===== config.mk =====
export PLATFORM = sky130hd
export DESIGN_NAME = sobel_ctrl
export DESIGN_NICKNAME = d
export VERILOG_FILES = /design/src/design/sobel_pkg.sv /design/src/design/sobel_ctrl.sv
export SDC_FILE = /design/constraint.sdc
export NUM_CORES = 1
export LEC_CHECK = 0
export BUFFER_PORTS_ARGS = -buffer_cell sky130_fd_sc_hd__buf_2
export CORE_ASPECT_RATIO = 0.8
export CORE_UTILIZATION = 40
export CTS_BUF_LIST = sky130_fd_sc_hd__clkbuf_16
export DETAILED_ROUTE_END_ITERATION = 8
export HOLD_SLACK_MARGIN = 0.06
export MAX_ROUTING_LAYER = met4
export PLACE_DENSITY_LB_ADDON = 0.12
export SYNTH_ARGS = -nofsm -noshare
export SYNTH_HDL_FRONTEND = slang
export SYNTH_SLANG_ARGS = --single-unit

===== constraint.sdc =====
create_clock -name clk -period 5.3 [get_ports clk]
set_clock_uncertainty 0.1 [all_clocks]
set_input_delay 0.265 -clock clk [delete_from_list [all_inputs] [get_ports clk]]
set_output_delay 0.265 -clock clk [all_outputs]
set_load 0.005 [all_outputs]

===== src/design/sobel_pkg.sv =====
// Package for the RGB Sobel edge magnitude block.
// Payload structs, register indexes and the controller/datapath command struct.
// No dependencies.
package sobel_pkg;

  localparam int unsigned CfgIndexWidth = 1;
  localparam logic [CfgIndexWidth-1:0] RegImageWidth  = 1'b0;
  localparam logic [CfgIndexWidth-1:0] RegImageHeight = 1'b1;

  localparam logic [11:0] WidthReset  = 12'd640;
  localparam logic [12:0] HeightReset = 13'd480;

  typedef struct packed {
    logic [7:0] red_in;
    logic [7:0] green_in;
    logic [7:0] blue_in;
    logic       flush;
  } pixel_in_t;

  typedef struct packed {
    logic [7:0] edge_red;
    logic [7:0] edge_green;
    logic [7:0] edge_blue;
    logic       frame_end;
  } pixel_out_t;

  // Per-item command from the controller to the datapath.
  typedef struct packed {
    logic pix_zero;    // drop pixel data
    logic emit_a;      // row-start result (right column outside)
    logic a_top_ok;
    logic a_bot_ok;
    logic a_left_ok;
    logic a_last;
    logic emit_b;      // in-row result
    logic b_top_ok;
    logic b_bot_ok;
    logic b_left_ok;
  } sob_cmd_t;

  // Sobel on one 8-bit channel; taps given row-major, already masked.
  function automatic logic [16:0] sob_mag_sq(input logic [7:0] a, input logic [7:0] b,
                                              input logic [7:0] c, input logic [7:0] d,
                                              input logic [7:0] f, input logic [7:0] g,
                                              input logic [7:0] h, input logic [7:0] i);
    logic signed [11:0] gx;
    logic signed [11:0] gy;
    logic signed [23:0] gx2;
    logic signed [23:0] gy2;
    logic [21:0] s;
    gx = $signed({4'd0, c}) + $signed({3'd0, f, 1'b0}) + $signed({4'd0, i})
       - $signed({4'd0, a}) - $signed({3'd0, d, 1'b0}) - $signed({4'd0, g});
    gy = $signed({4'd0, g}) + $signed({3'd0, h, 1'b0}) + $signed({4'd0, i})
       - $signed({4'd0, a}) - $signed({3'd0, b, 1'b0}) - $signed({4'd0, c});
    gx2 = gx * gx;
    gy2 = gy * gy;
    s = gx2[21:0] + gy2[21:0];
    // saturate: anything at or above 65536 gives 65536, which the root makes 255
    sob_mag_sq = (s[21:16] != '0) ? 17'h10000 : {1'b0, s[15:0]};
  endfunction

endpackage


===== src/design/sobel_ctrl.sv =====
// Controller for the Sobel block: input position, border masks, handshake.
// Depends on sobel_pkg.
module sobel_ctrl #(
  parameter int unsigned MAX_WIDTH = 2048
) (
  input  logic                  clk,
  input  logic                  rst,
  input  logic                  in_valid,
  output logic                  in_ready,
  input  logic                  in_flush,
  input  logic                  cfg_valid,
  input  logic [11:0]           cfg_width,
  input  logic [12:0]           cfg_height,
  input  logic                  busy,
  output logic                  issue,
  output sobel_pkg::sob_cmd_t   cmd,
  output logic [$clog2(MAX_WIDTH)-1:0] col_addr,
  output logic                  restart
);
  import sobel_pkg::*;

  localparam int unsigned CW = $clog2(MAX_WIDTH);

  typedef enum logic [0:0] {S_READY, S_WAIT} state_t;
  state_t state;

  logic [CW:0]  column_count;
  logic [12:0]  row_count;
  logic [CW:0]  w_eff;
  logic [12:0]  h_eff;
  logic [CW:0]  c;
  logic [CW:0]  c_inc;
  logic         done;

  // effective frame size
  always_comb begin
    logic [13:0] wx;
    wx = {2'b0, cfg_width};
    if (wx == '0) wx = 14'd1;
    if (wx > 14'(MAX_WIDTH)) wx = 14'(MAX_WIDTH);
    w_eff = (CW + 1)'(wx);
    h_eff = (cfg_height == '0) ? 13'd1 : cfg_height;
  end

  assign c = (column_count >= w_eff) ? '0 : column_count;
  assign col_addr = c[CW-1:0];
  assign in_ready = (state == S_READY) && !busy && !cfg_valid;
  assign issue    = in_valid && in_ready;
  assign restart  = cfg_valid;
  assign c_inc    = c + 1'b1;

  // border and emit decisions
  always_comb begin
    cmd.pix_zero  = in_flush || (row_count >= h_eff);
    cmd.emit_a    = (c == '0) && (row_count >= 13'd2);
    cmd.a_top_ok  = row_count >= 13'd3;
    cmd.a_bot_ok  = (row_count - 13'd1) < h_eff;
    cmd.a_left_ok = w_eff >= (CW + 1)'(2);
    cmd.a_last    = (row_count - 13'd2) == (h_eff - 13'd1);
    cmd.emit_b    = (c >= (CW + 1)'(1)) && (row_count >= 13'd1);
    cmd.b_top_ok  = row_count >= 13'd2;
    cmd.b_bot_ok  = row_count < h_eff;
    cmd.b_left_ok = c >= (CW + 1)'(2);
  end
  assign done = cmd.emit_a && cmd.a_last;

  // position and handshake state
  always_ff @(posedge clk) begin
    if (rst || cfg_valid) begin
      state        <= S_READY;
      column_count <= '0;
      row_count    <= '0;
    end else begin
      case (state)
        S_READY: begin
          if (issue) begin
            state <= S_WAIT;
            if (done) begin
              column_count <= '0;
              row_count    <= '0;
            end else if (c_inc >= w_eff) begin
              column_count <= '0;
              row_count    <= row_count + 13'd1;
            end else begin
              column_count <= c_inc;
            end
          end
        end
        S_WAIT: state <= S_READY;
        default: state <= S_READY;
      endcase
    end
  end
endmodule


==> flow_summary.ini, run 1 <==
[status]
status = finished clean

[timing]
worst_pin_slew_ns = 0.880
fmax_ghz = 0.201
fin_ws_ns = 0.319
fin_crit_sh = 0.940
whs_ns = 0.319
slew_headroom = 0.408
fin_crit_ns = 4.98
finalHoldViolations = 0
setup_viol = 0
drv_slew = 0

[synthesis]
seq_area_frac_synth = 0.140
yosysTopAreaCellShare = 0.212
synth_cell_types = 53
synth_top_flop_cell = dfxtp_1
yosysWarningCount = 0
yosysTopAreaCell = ha_1
synth_commonest_cells = ha_1, nand2_1, a21oi_1
synth-edff-count = 0
synthCells = 500
yosysMostFrequentCell = ha_1
syn_avg_cell_area_um2 = 7.43
synth_area_leaders = ha_1, dfxtp_1, xnor2_1, nand2_1, a21oi_1
synthArstFlopShare = 0
syn_area_um2 = 3710
ys_ff_latch = 26
syn_nets = 594

[setup_path]
cp-end-kind = flop
critPathKind = input port to flop
crit_path_start_kind = input port
arrival_ns = 5.04
cp.required_ns = 5.36
r2r_cells = 22
worstPathMaxFanout = 5

[detailed_routing]
wl_per_cell_um = 16.4
via_per_inst = 5.49
drtIter0Drc = 192
drc = 0
routed_wl_um = 11000
antenna_left = 0
firstDrtPassIters = 5
via_count = 3681

[die]
die_y_um = 88.2
die_width_um = 110
rows = 31
initial_core_util = 0.411
core_um2 = 9040
ios = 55
die_area_um2 = 9680

[cts]
cts_max_level = 1
clock_latency_ns = 0.27
cts_num_sinks = 26
cts_made_buffers = 3
clkTransAtPathRegs_ns = 0.07
cts_tree = yes
clockBufferDepth = 2
hold_buffers = 0
cts_root_buffer = clkbuf_16

[cells_and_area]
final_util = 0.479
layout-drive-gt1-share = 0.162
antenna_cells = 0
syn2layout_area_growth_pct = 16.5
fin_nets = 650
postLayoutCellArea_um2 = 4330
fillCellCount = 892

[grt]
grt_pass1_vias = 3480
grt_pass1_wl_um = 17700
grt_max_degree = 27
antenna_found_initial = 0
track_usage = 0.242
overflow = 0

[placed_design]
gp_congestion = 0.935
placement.io_buffers = 54
preCtsSetupSlack_ns = -0.0927
placed_area_um2 = 4160
hpwlAfterDp_um = 8780

[power_and_ir_drop]
power.density_nw_per_um2 = 123
ir_drop_mv = 0.118
power.leakage_nw = 2.08

[hold_path]
hold_path_depth = 5
hp-class = input port to flop

[run]
maxCapViolCount = 0
-- routing by layer --
layer,track usage,routed length [µm]
met1,0.376,6030
met5,-,0
met3,0.0335,582
met4,0.0194,38
met2,0.336,4340
-- cells by family (layout without fill, tap and decap cells) --
logic type	Yosys count	after routing	synth area share
AO/OA/AOI/OAI	98	98	0.162
AND/OR/NAND/NOR	207	207	0.281
flip-flops	26	26	0.140
XOR/XNOR	52	52	0.140
multiplexers	4	4	0.0115
adder cells (fa/ha/maj)	63	63	0.212
buffers and inverters	50	105	0.0539
-- cell usage in the layout, fill, tap and decap left out, types with 3 or more instances in the layout --
cell and count:
xnor3_1 3, buf_4 17, nor2_1 38, and4_1 3
o21a_1 10, nand3_1 24, nand2b_1 4, ha_1 63
or3_1 9, xnor2_1 30, xor2_1 17, o21ai_0 13
inv_1 30, nand2_1 61, nor3_1 9, a211oi_1 3
nor4_1 8, a31oi_1 3, and3_1 16, a21oi_1 40
a21o_1 12, or4_1 5, nand4_1 12, clkbuf_16 3
dfxtp_1 26, buf_2 54
-- cell type report --
class	count	area [µm²]	area share
multi-input combinational	424	3050	0.704
clock inverter	1	30.0	0.00694
sequential	26	520	0.120
inverter	30	113	0.0260
clock buffer	3	75.1	0.0173
tap	115	144	0.0332
timing repair buffer	71	398	0.0919
-- worst paths after layout --
| kind | start | slack (ns) | to |
|---|---|---|---|
| hold reg to reg | column_count[5] | 0.43 | column_count[5] |
| hold / removal | rst | 0.32 | column_count[10] |
| setup reg to reg | column_count[9] | 0.56 | row_count[12] |
| setup / recovery | cfg_width[3] | 0.32 | row_count[12] |
-- report_power, final --
| part | leakage, nW | switching, mW | total [mW] | internal (mW) |
|---|---|---|---|---|
| registers | 0.209 | 0.000352 | 0.196 | 0.196 |
| logic | 1.82 | 0.0673 | 0.115 | 0.0480 |
| clock network | 0.0511 | 0.0719 | 0.222 | 0.150 |
| total | 2.08 | 0.140 | 0.534 | 0.394 |
-- state kept, by name (all words and copies together) (netlist names) --
name / count
column_count: 12
row_count: 13
state: 1
-- metrics by stage --
step	total power [mW]	TNS [ns]	cells
2_1_floorplan	0.267	0	500
3_3_place_gp	0.308	0	665
3_5_place_dp	0.309	-0.0927	665
4_1_cts	0.536	0	669
5_1_grt	0.563	-0.0134	670
6_report	0.534	0	670
-- worst max-delay path, stage by stage --
cell	delay, ns
buf_2	0.13
nor4_4	0.37
nand3_2	0.13
o21ai_1	0.14
nand2_1	0.12
ha_1	0.20
a21o_1	0.15
a21o_1	0.17
a21oi_1	0.20
and2_4	0.18
nand2_1	0.09
inv_1	0.10
ha_1	0.18
and3_4	0.21
and3_4	0.20
xnor2_1	0.11
nor2_1	0.07
ha_1	0.31
and3_1	0.18
a22oi_1	0.09
a21oi_1	0.16
nor3_1	0.05
o21ai_0	0.10
a21oi_2	0.10
a21o_1	0.23
or4_1	0.49
mux2_1	0.32
-- timing repair --
action / 4_1_cts / 5_1_grt
hold endpoints to repair: 0 / 0
resized for setup: 0 / 11
buffers inserted: 0 / 1
setup endpoints to repair: 0 / 25
(Power assumes the default switching activity.)
==> run 2, diff against run 1 <==
--- a/config.mk
+++ b/config.mk
@@ -10,6 +10,7 @@
 export CORE_UTILIZATION = 40
 export CTS_BUF_LIST = sky130_fd_sc_hd__clkbuf_16
 export DETAILED_ROUTE_END_ITERATION = 8
+export GPL_TIMING_DRIVEN = 0
 export HOLD_SLACK_MARGIN = 0.06
 export MAX_ROUTING_LAYER = met4
 export PLACE_DENSITY_LB_ADDON = 0.12
==> constraint.sdc (replaced) <==
create_clock -name clk -period 5.3 [get_ports clk]
set_clock_uncertainty 0.1 [all_clocks]
set_input_delay 0.795 -clock clk [delete_from_list [all_inputs] [get_ports clk]]
set_output_delay 0.795 -clock clk [all_outputs]
set_load 0.005 [all_outputs]
==> flow_summary.ini, run 2 (synthesis gave the netlist of run 1 again) <==
[status]
status = finished clean

[placed_design]
preCtsSetupSlack_ns = -1.07
placement.io_buffers = 54
gp_congestion = 0.910
hpwlAfterDp_um = 8920

[die]
initial_core_util = 0.411
rows = 31
die_width_um = 110
die_y_um = 88.2
core_um2 = 9040
die_area_um2 = 9680
ios = 55

[cells_and_area]
fillCellCount = 911
syn2layout_area_growth_pct = 24.9
top_regs = row_count x13, column_count x12, state x1
largest_reg_flops = 13
antenna_cells = 0
multi_input_area_um2 = 3240
final_util = 0.513
final_common_cell = ha_1
final_cell_mix = ha_1, nand2_1, buf_2
regMostFlops = row_count
seqCellArea_um2 = 520
fin_nets = 669
layout-drive-gt1-share = 0.226

[timing]
rsz0062_at_grt = yes
drv_slew = 0
fmax_ghz = 0.190
finalHoldViolations = 0
setup_viol = 0
fin_ws_ns = 0.0407
fin_crit_ns = 5.26
fin_crit_sh = 0.992
whs_ns = 0.444
worst_pin_slew_ns = 0.869
slew_headroom = 0.415

[detailed_routing]
wl_per_cell_um = 16.4
via_count = 3812
routed_wl_um = 11300
firstDrtPassIters = 5
antenna_left = 0
drc = 0
via_per_inst = 5.53
drtIter0Drc = 220

[run]
maxCapViolCount = 0

[setup_path]
critPathKind = input port to flop
crit_family = simple AND/OR/NAND/NOR gates
crit_buf_inv = 2
arrival_ns = 5.32
cp-end-kind = flop
r2r_slack_ns = 0.71
cpMaxStageDelayCell = or4_4
max_stage_delay_ns = 0.43
rr_startpoint = column_count[7]
cp.required_ns = 5.36
crit_path_start_kind = input port
r2r_cells = 23
endpoint = row_count[12]
startpoint = cfg_width[10]
cp.depth = 27
crit_top_cell = and3_4
r2r-end = row_count[12]
worstPathMaxFanout = 4

[cts]
cts_num_sinks = 26
cts_tree = yes
cts_made_buffers = 3
clockBufferDepth = 2
cts_root_buffer = clkbuf_16
cts_max_level = 1
clock_latency_ns = 0.27
clkTransAtPathRegs_ns = 0.07

[grt]
grt_pass1_wl_um = 17800
antenna_found_initial = 0
track_usage = 0.247
overflow = 0
grt_pass1_vias = 3355
grt_max_degree = 16

[power_and_ir_drop]
power.leakage_nw = 2.15
ir_drop_mv = 0.131
power.density_nw_per_um2 = 118
power.total_mw = 0.545

[hold_path]
hp-class = flop to flop
run 2: changes by cell type in the layout (fill, tap and decap cells not counted), sizes merged:
cell      change
buf           +7
clkbuf       +12
inv           -1
clkinvlp      +1
run 2: per-layer routing:
| layer | vias to the layer above | global-route usage | routed length, µm | share of wire |
|---|---|---|---|---|
| met5 | - | - | 0 | 0 |
| met2 | 109 | 0.316 | 4360 | 0.39 |
| li1 | 1939 | - | - | - |
| met1 | 1762 | 0.409 | 6160 | 0.54 |
| met4 | 0 | 0.0109 | 20 | 0.0018 |
| met3 | 2 | 0.0327 | 773 | 0.068 |
run 2: power by group:
part / leakage [nW] / total [mW] / internal (mW) / switching, mW
clock: 0.0511 / 0.222 / 0.150 / 0.0719
sequential: 0.209 / 0.196 / 0.196 / 0.000453
combinational: 1.89 / 0.127 / 0.0542 / 0.0727
run 2: what timing repair did:
item	in CTS	in global routing
resized for setup	26	36
hold buffers	0	0
endpoints found under the setup margin	26	26
buffers inserted	8	9
pin swaps	15	29
cloned	0	1
run 2: layout make-up:
class,instances,area share
Buffer,18,0.0191
Clock buffer,3,0.0162
Multi-Input combinational cell,424,0.698
Inverter,30,0.0262
Sequential cell,26,0.112
Timing Repair Buffer,72,0.0909
Clock inverter,1,0.00647
Tap cell,115,0.0310
run 2: worst min path at each step:
stage | slack (ns) | cells after the start | end | start
global placement | 0.42 | 2 | column_count[11] | column_count[11]
floorplan | 0.38 | 2 | column_count[11] | column_count[11]
finish | 0.44 | 2 | column_count[11] | column_count[11]
detailed placement | 0.42 | 2 | column_count[11] | column_count[11]
CTS | 0.44 | 2 | column_count[11] | column_count[11]
global route | 0.47 | 2 | column_count[11] | column_count[11]
run 2: through the flow:
step | TNS [ns] | area (µm²) | std cells
global route | -0.559 | 4640 | 689
CTS | -0.00707 | 4420 | 679
detailed placement | -21.08 | 4180 | 669
finish | 0 | 4640 | 689
floorplan | 0 | 3760 | 500
global placement | -21.04 | 4180 | 669
run 2: worst min-delay path: stages (launching register included):
cell and delay, ns:
dfxtp_1 0.36, nand2_1 0.08, a21oi_1 0.06
